<file path="src/hdl/csm_pkg.sv">
// Shared types, codes and arithmetic helpers of the chassis speed command mixer.
`default_nettype none
package csm_pkg;

    typedef logic signed [44:0] t_wide;

    typedef enum logic [3:0] {
        S_IDLE,
        S_DECODE,
        S_MUL,
        S_DIV_GO,
        S_DIV_WAIT,
        S_CMD,
        S_LK0,
        S_LK1,
        S_LK2,
        S_ROT,
        S_ROUND,
        S_FOL0,
        S_FOL1,
        S_DONE
    } t_state;

    localparam logic [1:0] CTRL_STICK = 2'd0;
    localparam logic [1:0] CTRL_KEY   = 2'd1;

    localparam logic [2:0] MOVE_PLAIN = 3'd0;
    localparam logic [2:0] MOVE_GYRO  = 3'd1;
    localparam logic [2:0] MOVE_SPIN  = 3'd2;
    localparam logic [2:0] MOVE_LOB   = 3'd3;

    localparam logic [2:0] REG_MAX_SPEED   = 3'd0;
    localparam logic [2:0] REG_STICK_FULL  = 3'd1;
    localparam logic [2:0] REG_KEY_FWD     = 3'd2;
    localparam logic [2:0] REG_KEY_BACK    = 3'd3;
    localparam logic [2:0] REG_KEY_RIGHT   = 3'd4;
    localparam logic [2:0] REG_KEY_LEFT    = 3'd5;
    localparam logic [2:0] REG_FOLLOW_GAIN = 3'd6;
    localparam logic [2:0] REG_SPIN_SPEED  = 3'd7;

    localparam t_wide FRONT_MAX = 45'sd8388607;
    localparam t_wide FRONT_MIN = -45'sd8388608;
    localparam t_wide TURN_MAX  = 45'sd16777215;
    localparam t_wide TURN_MIN  = -45'sd16777216;

    typedef struct packed {
        logic        start;
        logic [31:0] dividend;
        logic [11:0] divisor;
    } t_div_req;

    typedef struct packed {
        logic        done;
        logic [31:0] quotient;
    } t_div_rsp;

    // Quarter-wave sine entry in Q15, built from a fixed-point Taylor series.
    function automatic logic [15:0] sine_entry(input int k, input int bits);
        longint unsigned x;
        longint unsigned x2;
        longint unsigned term;
        longint          sum;
        longint          q;
        x    = (64'd1686628288 * 64'(k)) >> bits;
        x2   = (x * x) >> 30;
        term = x;
        sum  = longint'(x);
        for (int n = 1; n <= 7; n++) begin
            term = ((term * x2) >> 30) / 64'((2 * n) * (2 * n + 1));
            if ((n % 2) == 1) begin
                sum = sum - longint'(term);
            end else begin
                sum = sum + longint'(term);
            end
        end
        if (sum < 0) begin
            sum = 0;
        end
        q = (sum + 64'sd16384) >>> 15;
        if (q > 32768) begin
            q = 32768;
        end
        return q[15:0];
    endfunction

    // Shift right by k with rounding to nearest, ties away from zero.
    function automatic t_wide round_shift(input t_wide v, input int k);
        t_wide mag;
        t_wide q;
        mag = (v < 0) ? -v : v;
        q   = (mag + (t_wide'(1) <<< (k - 1))) >>> k;
        return (v < 0) ? -q : q;
    endfunction

    function automatic logic signed [23:0] sat_front(input t_wide v);
        t_wide r;
        r = (v > FRONT_MAX) ? FRONT_MAX : ((v < FRONT_MIN) ? FRONT_MIN : v);
        return r[23:0];
    endfunction

    function automatic logic signed [24:0] sat_turn(input t_wide v);
        t_wide r;
        r = (v > TURN_MAX) ? TURN_MAX : ((v < TURN_MIN) ? TURN_MIN : v);
        return r[24:0];
    endfunction

endpackage
`default_nettype wire

</file>
<file path="src/hdl/csm_divider.sv">
// Iterative restoring divider, one quotient bit per cycle.
`default_nettype none
module csm_divider
    import csm_pkg::*;
(
    input  wire logic     i_clk,
    input  wire logic     i_rst_n,
    input  wire t_div_req i_req,
    output t_div_rsp      o_rsp
);

    logic        r_busy;
    logic        r_done;
    logic [4:0]  r_cnt;
    logic [11:0] r_rem;
    logic [11:0] r_den;
    logic [31:0] r_quo;
    logic [12:0] w_shift;
    logic        w_ge;
    logic [12:0] w_diff;

    assign w_shift = {r_rem, r_quo[31]};
    assign w_ge    = w_shift >= {1'b0, r_den};
    assign w_diff  = w_shift - {1'b0, r_den};

    always_ff @(posedge i_clk) begin
        if (!i_rst_n) begin
            r_busy <= 1'b0;
            r_done <= 1'b0;
            r_cnt  <= '0;
        end else begin
            r_done <= 1'b0;
            if (i_req.start) begin
                r_busy <= 1'b1;
                r_cnt  <= '0;
            end else if (r_busy) begin
                r_cnt <= r_cnt + 5'd1;
                if (r_cnt == 5'd31) begin
                    r_busy <= 1'b0;
                    r_done <= 1'b1;
                end
            end
        end
    end

    always_ff @(posedge i_clk) begin
        if (i_req.start) begin
            r_quo <= i_req.dividend;
            r_rem <= '0;
            r_den <= i_req.divisor;
        end else if (r_busy) begin
            r_rem <= w_ge ? w_diff[11:0] : w_shift[11:0];
            r_quo <= {r_quo[30:0], w_ge};
        end
    end

    assign o_rsp.done     = r_done;
    assign o_rsp.quotient = r_quo;

endmodule
`default_nettype wire

</file>
<file path="config.mk">
export PLATFORM = sky130hd
export DESIGN_NAME = csm_divider
export DESIGN_NICKNAME = d
export VERILOG_FILES = /design/src/hdl/csm_pkg.sv /design/src/hdl/csm_divider.sv
export SDC_FILE = /design/constraint.sdc
export NUM_CORES = 1
export LEC_CHECK = 0
export BUFFER_PORTS_ARGS = -buffer_cell sky130_fd_sc_hd__buf_2
export CAP_MARGIN = 40
export CORE_MARGIN = 1
export CORE_UTILIZATION = 57
export DETAILED_ROUTE_END_ITERATION = 12
export PLACE_DENSITY = 0.84
export SYNTH_ARGS = -nofsm -noshare
export SYNTH_HDL_FRONTEND = slang
export SYNTH_SLANG_ARGS = --single-unit
</file>
<file path="constraint.sdc">
create_clock -name i_clk -period 3.65 [get_ports i_clk]
set_clock_uncertainty 0.05 [all_clocks]
set_input_delay 0.5475 -clock i_clk [delete_from_list [all_inputs] [get_ports i_clk]]
set_output_delay 0.5475 -clock i_clk [all_outputs]
set_load 0.02 [all_outputs]
</file>
Yosys cells after proc, flatten, opt, wreduce, memory -nomap -nowiden
Cells that the tools add are included.
W data, S select, Z words.
{"block": "word_totals", "mem_bits_ro": 0, "word_cells": 22, "register_bits": 63, "inputBits": 47, "latch_bits": 0, "ram_bits": 0, "memories": 0}
{"block": "classes", "add_sub_neg": 2, "reduce_logical": 3, "n_mul": 0, "n_bitwise": 2, "order_cmp": 1, "mux": 7, "div_mod_pow": 0, "n_shift": 0, "eq_ne": 1}
{"op": "$mux W32", "count": 2}
{"op": "$ge A13 B12 Y1", "count": 1}
{"op": "$mux W12", "count": 1}
{"op": "$sub A12 B12 Y12", "count": 1}
{"op": "$add A5 B1 Y5 const B", "count": 1}
{"op": "$eq A5 B5 Y1 const B", "count": 1}
{"op": "$mux W1", "count": 4}
{"op": "$reduce_or A3 Y1", "count": 1}
{"op": "$not A1 Y1", "count": 2}
{"op": "$reduce_bool A2 Y1", "count": 1}
{"op": "$reduce_or A2 Y1", "count": 1}

Depth between registers and ports, before layout
Gate-level depths: netlist of the first run.
{"block": "logic_depth", "depth_word": 4, "depth_mapped": 9}

Least setup slack after synthesis of the first run
OpenSTA, ideal clock, no wires.
{"block": "synth_path", "kind": "reg-to-reg", "from": "register r_den[7]", "to": "register r_quo[0] (data pin)", "arrival_time_ns": 2.061, "period_less_slack_ns": 2.371, "required_time_ns": 3.340, "setup_time_ns": 0.260, "slack_ns": 1.279, "stages_incl_launch_ff": 9, "path_cell_list": "edfxtp_1 > inv_1 > ha_1 > and2_1 > a221o_1 > a31o_1 > or2_1 > buf_2 > mux2_2"}
{"block": "synth_via", "elab_chain_len": 3}
{"item": "start: declaration", "line_no": "csm_divider.sv:16", "source": "logic [11:0] r_den;"}
{"item": "start signal: assignment", "line_no": "csm_divider.sv:50", "source": "r_den <= i_req.divisor;"}
{"item": "$ge A13 B12 Y1", "line_no": "csm_divider.sv:23", "source": "assign w_ge = w_shift >= {1'b0, r_den};"}
{"item": "$mux W32", "line_no": "csm_divider.sv:51", "source": "end else if (r_busy) begin"}
{"item": "$mux W32", "line_no": "csm_divider.sv:47", "source": "if (i_req.start) begin"}
{"item": "end signal: assignment", "line_no": "csm_divider.sv:48", "source": "r_quo <= i_req.dividend;"}
{"item": "end signal: assignment", "line_no": "csm_divider.sv:53", "source": "r_quo <= {r_quo[30:0], w_ge};"}
{"item": "end: declaration", "line_no": "csm_divider.sv:17", "source": "logic [31:0] r_quo;"}
Every way passes these cells. The select of a mux whose other input is x is not followed.
A chain may end at the register's enable or synchronous reset.

Worst setup path in the final report of the first run
{"block": "layout_path", "from": "register r_den[6]", "to": "register r_rem[1]"}
{"block": "layout_via", "elab_chain_len": 2}
{"item": "$ge A13 B12 Y1", "line_no": "csm_divider.sv:23"}
{"item": "$mux W12", "line_no": "csm_divider.sv:52", "source": "r_rem <= w_ge ? w_diff[11:0] : w_shift[11:0];"}
{"item": "end signal: assignment", "line_no": "csm_divider.sv:52"}
{"item": "end: declaration", "line_no": "csm_divider.sv:15", "source": "logic [11:0] r_rem;"}
Every way passes these cells.

==> impl_results.md, run 1 <==
* Status: finished, final reports clean
* Slowest CP cell: or2_1
* Count of different cell masters after synthesis at 45
* Drt initial violations at 86
* Comb power frac at 21.0%
* Mux cell area share after synthesis at 12.1%
* Post-synth EDFFs at 44
* ANT nets after route at 0
* Initial core utilization at between 60% and 70%
* Sequential-to-total area share from yosys stat at 54.3%
* Clk sinks at 63
* Worst Path Required at 3830 ps
* Simple-Gate Fraction of Synth Area at 10.4%
* Worst slew pin tran at 659 ps
* Final cell count without fillers at 422
* Fraction of registers with async set/reset at 0%
* NumNets Final at 409
* CP top delay family: compound AO/OA/AOI/OAI gates
* CP Cell Sequence: inv_1 -> ha_1 -> a21o_1 -> a221o_1 -> a31o_1 -> or2_1 -> and2_1 -> o41ai_2
* XOR/XNOR Fraction of Synth Area at roughly 2.8%
* Setup-failing EPs final at 0
* Total number of vias at 2329
* Max Freq at 385 MHz
* CTS Buf Count at 9
* Drt drc at 0
* Largest family of logic cells by synthesized area: multiplexers
* Sequential share of power at 47.6%
* P_leak at 1.63 nW
* R2r setup slk at 1050 ps
* Worst R2R Path Depth at 8
* Syn avg cell area at 11.9 um2
* IO Pins at 80
* Hold crit path type: in2reg
* Post-Synth Adder-Cell Area at just over 6%
* Die Wd at 76.1 um
* Sw Share at 28.6%
* Peak supply drop at between 0.3 and 0.4 mV
* Power share of the clock group at between 30% and 40%
* Largest net degree at the start of global routing at 55
* # diodes at 0
* Vias in the first global route at ~2.3k
* Clock latency on the worst-skew pair at 330 ps
* CTS tree: yes
* Setup Total Neg Slack at 0 ps
* Worst slew margin at 56.1%
* Area of the core at 0.00520 mm2
* Crit path max fanout at 12
* Post-CTS sizing at 0
* Slew Limit Fails at 0
* Worst r2r src: r_den[6]
* Initial antenna violation count at 0
* Post-CTS Setup Repair Bufs at 0
* Hold Fails Final Rpt at 0
* Dpl cells at roughly 410
* Die area at 0.00580 mm2
* Max stage delay on crit path at between 300 and 400 ps
* Pre-antenna DRT Iters at 4
* Worst EP arrival at 2780 ps
* Final min period at 2600 ps
* Syn nets at 326
* CP endpoint kind: flip-flop
* Die Y at approximately 76 um
* CTS Buffer Depth at 2
* Hold Slack at between 300 and 400 ps
* Root Buffer Master: clkbuf_8
* RD Place Congestion at roughly 0.85
* First-pass GRT wire length at around 11000 um
* FF-to-FF End: r_rem[1]
* Dpl hpwl at 4400 um
* Max_cap viols at 0
* RSZ-0062 raised after global routing: false
* Int Pwr at 0.00131 W
* Switching power of the nets at 0.000526 W
* Post-layout util at roughly 73%
* Hold path startpoint: i_req[10]
* Hold Path Sink: r_den[10]
* Synthesized cell area at ~0.0031 mm2
* Startpoint Class: flip-flop
* Worst Path Buf+Inv at 1
* Synth Instances at 264
* Yosys reg bits at 63
* Final Cycle Share at 71.1%
* Final wirelength at around 6300 um
* P&R area growth vs syn at 20.8%
* Critical path type: reg2reg
* GRT Util Overall at 23.2%
* Main flop type after synthesis: edfxtp_1
* WL per Instance at 14.9 um
* Grt ovf at 0
* Post-synthesis compound-gate area fraction at 10.9%
* Ys Warns at 0
* Share of cells above drive strength 1 at 36.9%
* Pwr dens at 486 mW/mm2
* PortBufs at 79
* Vias per cell at 5.52
* H-Tree Depth at 3
* Row count at 26
* Hold Crit Depth at 1
* CTS clk-pin slew, worst paths at 70 ps
* Hold buffers post-CTS at 0
* Crit path depth at 8
## synth_stat cells, types with 4 or more instances
master | instances | area share, %
and2_1 | 4 | 0.80
a21oi_1 | 6 | 0.96
clkbuf_1 | 8 | 0.96
o21ai_0 | 8 | 1.3
edfxtp_1 | 44 | 42
mux2_2 | 32 | 12
dfxtp_1 | 19 | 12
ha_1 | 14 | 5.6
nand2_1 | 19 | 2.3
inv_1 | 15 | 1.8
a311oi_1 | 7 | 2.0
nor2_1 | 24 | 2.9
xnor2_1 | 4 | 1.1
o21a_1 | 4 | 0.96
xor2_1 | 6 | 1.7
nand3_1 | 6 | 0.96
## cells in the final DEF (no fill, tap or decap), types with 3 or more instances in the layout
master,n
clkinv_1,3
a211oi_1,3
dfxtp_1,19
buf_4,3
xnor2_1,4
nand3_1,6
a21oi_1,6
and3_1,3
edfxtp_1,44
ha_1,14
nand2_1,19
clkbuf_8,9
nor2_1,24
o21a_1,4
xor2_1,6
a21o_1,3
o21ai_0,8
and2_1,4
a311oi_1,7
mux2_2,32
buf_2,79
or3_1,3
inv_1,15
## final cells by class
class	count	area, um2
fill	361	1420
tap	70	87.6
inverter	16	60.1
clock buffer	9	124
clock inverter	7	63.8
timing repair buffer	82	418
multi-input combinational	175	1330
sequential	63	1700
## power groups by stage
stage	Sequential [W]	Combinational [W]	Clock (W)
finish	0.000876	0.000386	0.000577
detailed placement	0.000890	0.000382	0
global placement	0.000888	0.000372	0
floorplan	0.000935	0.000222	0
CTS	0.000876	0.000385	0.000586
global route	0.000885	0.000421	0.000619
## sequential cells by signal, summed over array words and instances, names as in the netlist
register / flops
r_quo: 32
r_den: 12
r_rem: 12
r_cnt: 5
r_busy: 1
r_done: 1
## how the worst max path moves through the flow
stage	start	endpoint	slack, ps
after floorplan	r_den[7]	r_quo[0]	1280
after global placement	r_den[6]	r_quo[0]	1190
after detailed placement	r_den[6]	r_rem[1]	1100
after CTS	r_den[6]	r_rem[1]	1080
after global routing	r_den[7]	r_rem[1]	880
final	r_den[6]	r_rem[1]	1050
## cell families (layout without fill, tap and decap cells)
family          Yosys count  in the layout
simple gates             70             70
flops                    63             63
compound gates           46             46
mux                      34             34
buf+inv                  26            114
fa+ha+maj                15             15
xor+xnor                 10             10
## stage by stage
| step | setup WS [ps] | power (W) | cell area [um2] |
|---|---|---|---|
| after detailed placement | 1100 | 0.00127 | 3600 |
| after CTS | 1080 | 0.00185 | 3780 |
| after floorplan | 1280 | 0.00116 | 3130 |
| after global routing | 884 | 0.00192 | 3780 |
| after global placement | 1190 | 0.00126 | 3600 |
| final | 1050 | 0.00184 | 3780 |
## per-layer routing
| layer | track usage, % | vias up | share of wire [%] |
|---|---|---|---|
| met5 | 0 | - | 0 |
| met4 | 10.6 | 0 | 1.8 |
| met3 | 5.51 | 14 | 5.3 |
| met2 | 37.6 | 77 | 49 |
| met1 | 29.5 | 1100 | 44 |
| li1 | - | 1138 | - |
(Power assumes the default switching activity.)
==> inputs of run 2 (changes only) <==
--- a/config.mk
+++ b/config.mk
@@ -8,9 +8,9 @@
 export BUFFER_PORTS_ARGS = -buffer_cell sky130_fd_sc_hd__buf_2
 export CAP_MARGIN = 40
 export CORE_MARGIN = 1
-export CORE_UTILIZATION = 57
+export CORE_UTILIZATION = 48
 export DETAILED_ROUTE_END_ITERATION = 12
-export PLACE_DENSITY = 0.84
+export PLACE_DENSITY = 0.75
 export SYNTH_ARGS = -nofsm -noshare
 export SYNTH_HDL_FRONTEND = slang
 export SYNTH_SLANG_ARGS = --single-unit
==> constraint.sdc (replaced) <==
create_clock -name i_clk -period 2.3 [get_ports i_clk]
set_clock_uncertainty 0.05 [all_clocks]
set_input_delay 0.345 -clock i_clk [delete_from_list [all_inputs] [get_ports i_clk]]
set_output_delay 0.345 -clock i_clk [all_outputs]
set_load 0.02 [all_outputs]
==> run 2 against run 1 <==
- clock power rose by 85%
- non-clock buffer count rose by 15
- final area grew 6.1%
- global-route usage fell by 3.7 points
- power is 71% higher
- sequential share of layout area is 2.6 points lower
- combinational power rose by 77%
- worst setup slack worse by 990 ps
- sequential power increased by 59%
- sequential cell count stayed put
- cell count up 5.2%
- highest routed layer unchanged
==> impl_results.md, run 2 (same netlist as run 1, synthesis figures left out) <==
* Status: finished, final reports clean
* Die Y at 82.8 um
* Final instance area at 0.00401 mm2
* Dpl cells at 427
* Hold crit path type: in2reg
* P&R area growth vs syn at 28.1%
* Worst Path Buf+Inv at 1
* Max_cap viols at 0
* Capture point of the worst path: r_quo[0]
* Final wirelength at 6330 um
* # fillers at about 540
* CTS tree: yes
* Crit path depth at 7
* IO Pins at 80
* CP Cell Sequence: inv_2 -> ha_4 -> a21o_1 -> a221o_1 -> a31o_1 -> or2_4 -> mux2_4
* Commonest non-fill, non-tap cell in the layout: buf_2
* Drt drc at 0
* Peak supply drop at 0.522 mV
* Row count at 29
* Final min period at 2240 ps
* First-pass GRT wire length at 9790 um
* Pre-antenna DRT Iters at 4
* Vias in the first global route at 2209
* Final cell count without fillers at 444
* Dpl hpwl at 4530 um
* Worst slew margin at a little under three quarters
* Setup-failing EPs final at 0
* R2r setup slk at 60 ps
* Combined area of the multi-input logic cells at about 0.0014 mm2
* Power consumption at 0.00315 W
* RSZ-0062 raised after global routing: false
* CTS Buffer Depth at 2
* Hold buffers post-CTS at 0
* ANT nets after route at 0
* Initial core utilization at 49.6%
* NumNets Final at 424
* Largest net degree at the start of global routing at 33
* Largest register FFs at 32
* Total number of vias at 2359
* Area of the core at 0.00631 mm2
* Share of cells above drive strength 1 at 43.6%
* CP endpoint kind: flip-flop
* P_leak at 1.72 nW
* Die area at around 0.0069 mm2
* Worst R2R Path Depth at 7
* Slew Limit Fails at 0
* Drt initial violations at a little under 80
* Pwr dens at 784 mW/mm2
* Register area at 0.00170 mm2
* Critical path type: reg2reg
* Max Freq at 446 MHz
* Hold Fails Final Rpt at 0
* Worst r2r src: r_den[6]
* # diodes at 0
* Most frequent cells in the layout: buf_2, edfxtp_1, mux2_2, nor2_1
* Worst Path Required at 2340 ps
* Die Wd at around 83 um
* Register name with the most flops: r_quo
* CTS Buf Count at 9
* Crit. Startpoint: r_den[6]
* Worst EP arrival at 2280 ps
* CTS clk-pin slew, worst paths at approximately 80 ps
* FF-to-FF End: r_quo[0]
* Slowest CP cell: edfxtp_1
* Leading registers by flop count: r_quo (32), r_den (12), r_rem (12)
* Crit path max fanout at 6
* Initial antenna violation count at 0
* Grt ovf at 0
* GRT Util Overall at 19.5%
* Hold path startpoint: i_req[10]
* Placed cell areas at 0.00373 mm2
* WL per Instance at 14.3 um
* Final Cycle Share at 97.4%
* Root Buffer Master: clkbuf_8
* CP top delay family: compound AO/OA/AOI/OAI gates
* Final WS setup at 60.3 ps
* RD Place Congestion at 0.849
* Startpoint Class: flip-flop
* Vias per cell at 5.31
* Post-layout util at 63.6%
* PortBufs at 79
* Worst slew pin tran at 421 ps
* Max stage delay on crit path at 390 ps
* Clock latency on the worst-skew pair at about 340 ps
* H-Tree Depth at 3
* Setup slack at placement at -33.9 ps
* Clk sinks at 63
[run 2: changes by cell type in the layout (fill, tap and decap cells not counted), moves of 2 or more]
cell / change
a311oi_1: -2
a311oi_2: +2
and2_1: -2
and2_4: +2
buf_4: +15
clkinv_2: -2
ha_1: -3
ha_4: +3
inv_1: -2
inv_2: +2
[run 2: timing repair]
| action | in CTS | in global routing |
|---|---|---|
| buffers inserted | 1 | 0 |
| hold endpoints to repair | 0 | 0 |
| endpoints found under the setup margin | 3 | 12 |
| resized for setup | 2 | 11 |
| pin swaps | 2 | 5 |
[run 2: where the power goes]
part | internal [W] | switching, W | leakage [nW] | total, W
clock network | 0.000611 | 0.000458 | 0.103 | 0.00107
registers | 0.00133 | 0.0000578 | 0.595 | 0.00139
logic | 0.000318 | 0.000366 | 1.02 | 0.000683
[run 2: worst register-to-register path: cells and delay by family, from the launching register on]
kind | cells | cell delay [ps]
AND/OR/NAND/NOR | 1 | 260
flip-flops | 1 | 390
buffers and inverters | 1 | 70
multiplexers | 1 | 260
adder cells (fa/ha/maj) | 1 | 190
AO/OA/AOI/OAI | 3 | 770
[run 2: layer usage]
metal	wire (um)	global-route usage (%)
met1	2830	24.9
met2	3010	30.3
met3	423	5.46
met4	74	9.66
met5	0	0
[run 2: how the worst min path moves through the flow]
stage	slack, ps	cells after the start	to
detailed placement	440	2	r_rem[3]
global route	100	1	r_den[10]
floorplan	390	0	r_den[0]
finish	120	1	r_den[10]
CTS	110	1	r_den[10]
global placement	430	2	r_cnt[4]
[run 2: layout make-up]
class,instances,area share (%)
Sequential cell,63,42.4
Multi-Input combinational cell,175,35.0
Inverter,16,1.50
Tap cell,77,2.40
Timing Repair Buffer,97,13.2
Clock inverter,7,2.40
Clock buffer,9,3.09
[run 2: stage by stage]
step | TNS [ps] | hold slack, ps
6_report | 0 | 122
4_1_cts | 0 | 107
2_1_floorplan | -14.7 | 394
5_1_grt | 0 | 104
3_3_place_gp | 0 | 432
3_5_place_dp | -57.5 | 442
==> inputs of run 3 (changes only) <==
--- a/config.mk
+++ b/config.mk
@@ -11,6 +11,7 @@
 export CORE_UTILIZATION = 48
 export DETAILED_ROUTE_END_ITERATION = 12
 export PLACE_DENSITY = 0.75
+export REMOVE_ABC_BUFFERS = 1
 export SYNTH_ARGS = -nofsm -noshare
 export SYNTH_HDL_FRONTEND = slang
 export SYNTH_SLANG_ARGS = --single-unit
==> run 3 against run 2 <==
- power down 1.8%
- via count down 1.0%
- clock power is 5% lower
- die area unchanged
- utilization fell by 0.75 points
- worst hold slack gained 11 ps
- fmax is 1.9% lower
- worst setup slack lost 44 ps
- critical path depth unchanged
- sequential share of layout area is 0.51 points higher
- critical path type unchanged
- largest cell class unchanged
==> impl_results.md, run 3 (same netlist as run 1, synthesis figures left out) <==
* Status: finished, final reports clean
* Setup-failing EPs final at 0
* Largest net degree at the start of global routing at 33
* Critical path type: reg2reg
* CTS tree: yes
* PortBufs at between 70 and 80
* H-Tree Depth at 3
* # diodes at 0
* Hold Fails Final Rpt at 0
* Clock latency on the worst-skew pair at 330 ps
* Vias in the first global route at 2276
* First-pass GRT wire length at between 10000 and 15000 um
* IO Pins at 80
* Die Wd at 82.8 um
* CP endpoint kind: flip-flop
* Leading registers by flop count: r_quo (32), r_den (12), r_rem (12)
* CTS clk-pin slew, worst paths at 70 ps
* # fillers at 530
* Worst slew pin tran at 436 ps
* Initial core utilization at 49.6%
* Setup slack at placement at -22.1 ps
* Crit path max fanout at 6
* Hold crit path type: in2reg
* Root Buffer Master: clkbuf_8
* Max Freq at 438 MHz
* Final wirelength at 6210 um
* Power consumption at 0.00309 W
* RD Place Congestion at 0.888
* Clk sinks at 63
* Total number of vias at roughly 2.3k
* GRT Util Overall at around a fifth
* NumNets Final at 424
* Initial antenna violation count at 0
* Worst EP arrival at 2310 ps
* Worst Path Required at 2330 ps
* Pwr dens at 779 mW/mm2
* CTS Buf Count at 9
* Grt ovf at 0
* Max_cap viols at 0
* Vias per cell at 5.27
* Slew Limit Fails at 0
* Startpoint Class: flip-flop
* Area of the core at 0.00631 mm2
* Dpl hpwl at 4420 um
* WL per Instance at 14.0 um
* Largest register FFs at 32
* ANT nets after route at 0
* RSZ-0062 raised after global routing: true
* Drt drc at 0
* Worst slew margin at around 71%
* Final min period at 2280 ps
* Final instance area at 0.00397 mm2
* Placed cell areas at 0.00371 mm2
* P_leak at 1.72 nW
* Share of cells above drive strength 1 at a little over two fifths
* P&R area growth vs syn at 26.6%
* Die Y at a little over 80 um
* CTS Buffer Depth at 2
* Row count at 29
* Register name with the most flops: r_quo
* Most frequent cells in the layout: buf_2, edfxtp_1, mux2_2, nor2_1, dfxtp_1
* Peak supply drop at around 0.44 mV
* Final WS setup at 16.1 ps
* Final Cycle Share at 99.3%
* Commonest non-fill, non-tap cell in the layout: buf_2
* Pre-antenna DRT Iters at 4
* Drt initial violations at approximately 110
* Die area at 0.00685 mm2
## run 3: changes by cell type in the layout (fill, tap and decap cells not counted), moves of 2 or more
cell	change
and2_1	+2
clkbuf_1	+2
ha_1	+2
o21ai_0	-2
and2_4	-2
ha_4	-2
## run 3: repair_timing
action	4_1_cts	5_1_grt
setup buffers	0	1
pin swaps	0	6
hold buffers	0	0
endpoints found under the setup margin	3	13
resized for setup	1	12
endpoints found under the hold margin	0	0
## run 3: layout make-up
| class | count | area (um2) | share of cell area [%] |
|---|---|---|---|
| sequential | 63 | 1700 | 42.9 |
| multi-input combinational | 175 | 1370 | 34.6 |
| timing repair buffer | 97 | 531 | 13.4 |
| clock buffer | 11 | 131 | 3.31 |
| tap | 77 | 96.3 | 2.43 |
| clock inverter | 4 | 71.3 | 1.80 |
| inverter | 16 | 60.1 | 1.51 |
## run 3: power by group
part	total [W]	internal [W]	switching, W
Sequential	0.00139	0.00134	0.0000568
Combinational	0.000679	0.000315	0.000364
Clock	0.00102	0.000602	0.000415
Total	0.00309	0.00225	0.000835
## run 3: worst max-delay path, stage by stage, from the launching register on
cell and delay, ps:
edfxtp_1 380, inv_2 70, ha_4 200, a21o_1 190
a221o_1 350, a31o_1 250, or2_4 280, mux2_4 260
## run 3: metal layers
metal / up-vias / global-route usage (%) / part of all wire, %
met5: - / 0 / 0
met4: 0 / 8.79 / 1.6
met3: 10 / 6.34 / 6.1
met2: 71 / 32.7 / 47
met1: 1083 / 25.0 / 45
li1: 1171 / - / -
## run 3: final timing paths
kind                            cells after the start  slack (ps)  startpoint  endpoint
worst max-delay path                                7          20    r_den[6]  r_quo[0]
worst min-delay path                                1         130    i_req[0]  r_den[0]
worst max register to register                      7          20    r_den[6]  r_quo[0]
worst min register to register                      2         460    r_rem[4]  r_rem[5]
## run 3: per-stage QoR
| step | cells | hold slack (ps) | setup TNS (ps) | utilization [%] |
|---|---|---|---|---|
| CTS | 442 | 121 | 0 | 62.0 |
| global route | 443 | 109 | -175 | 62.8 |
| global placement | 427 | 432 | 0 | 58.8 |
| floorplan | 254 | 367 | -49.7 | - |
| finish | 443 | 134 | 0 | 62.8 |
| detailed placement | 427 | 447 | -22.1 | 58.8 |
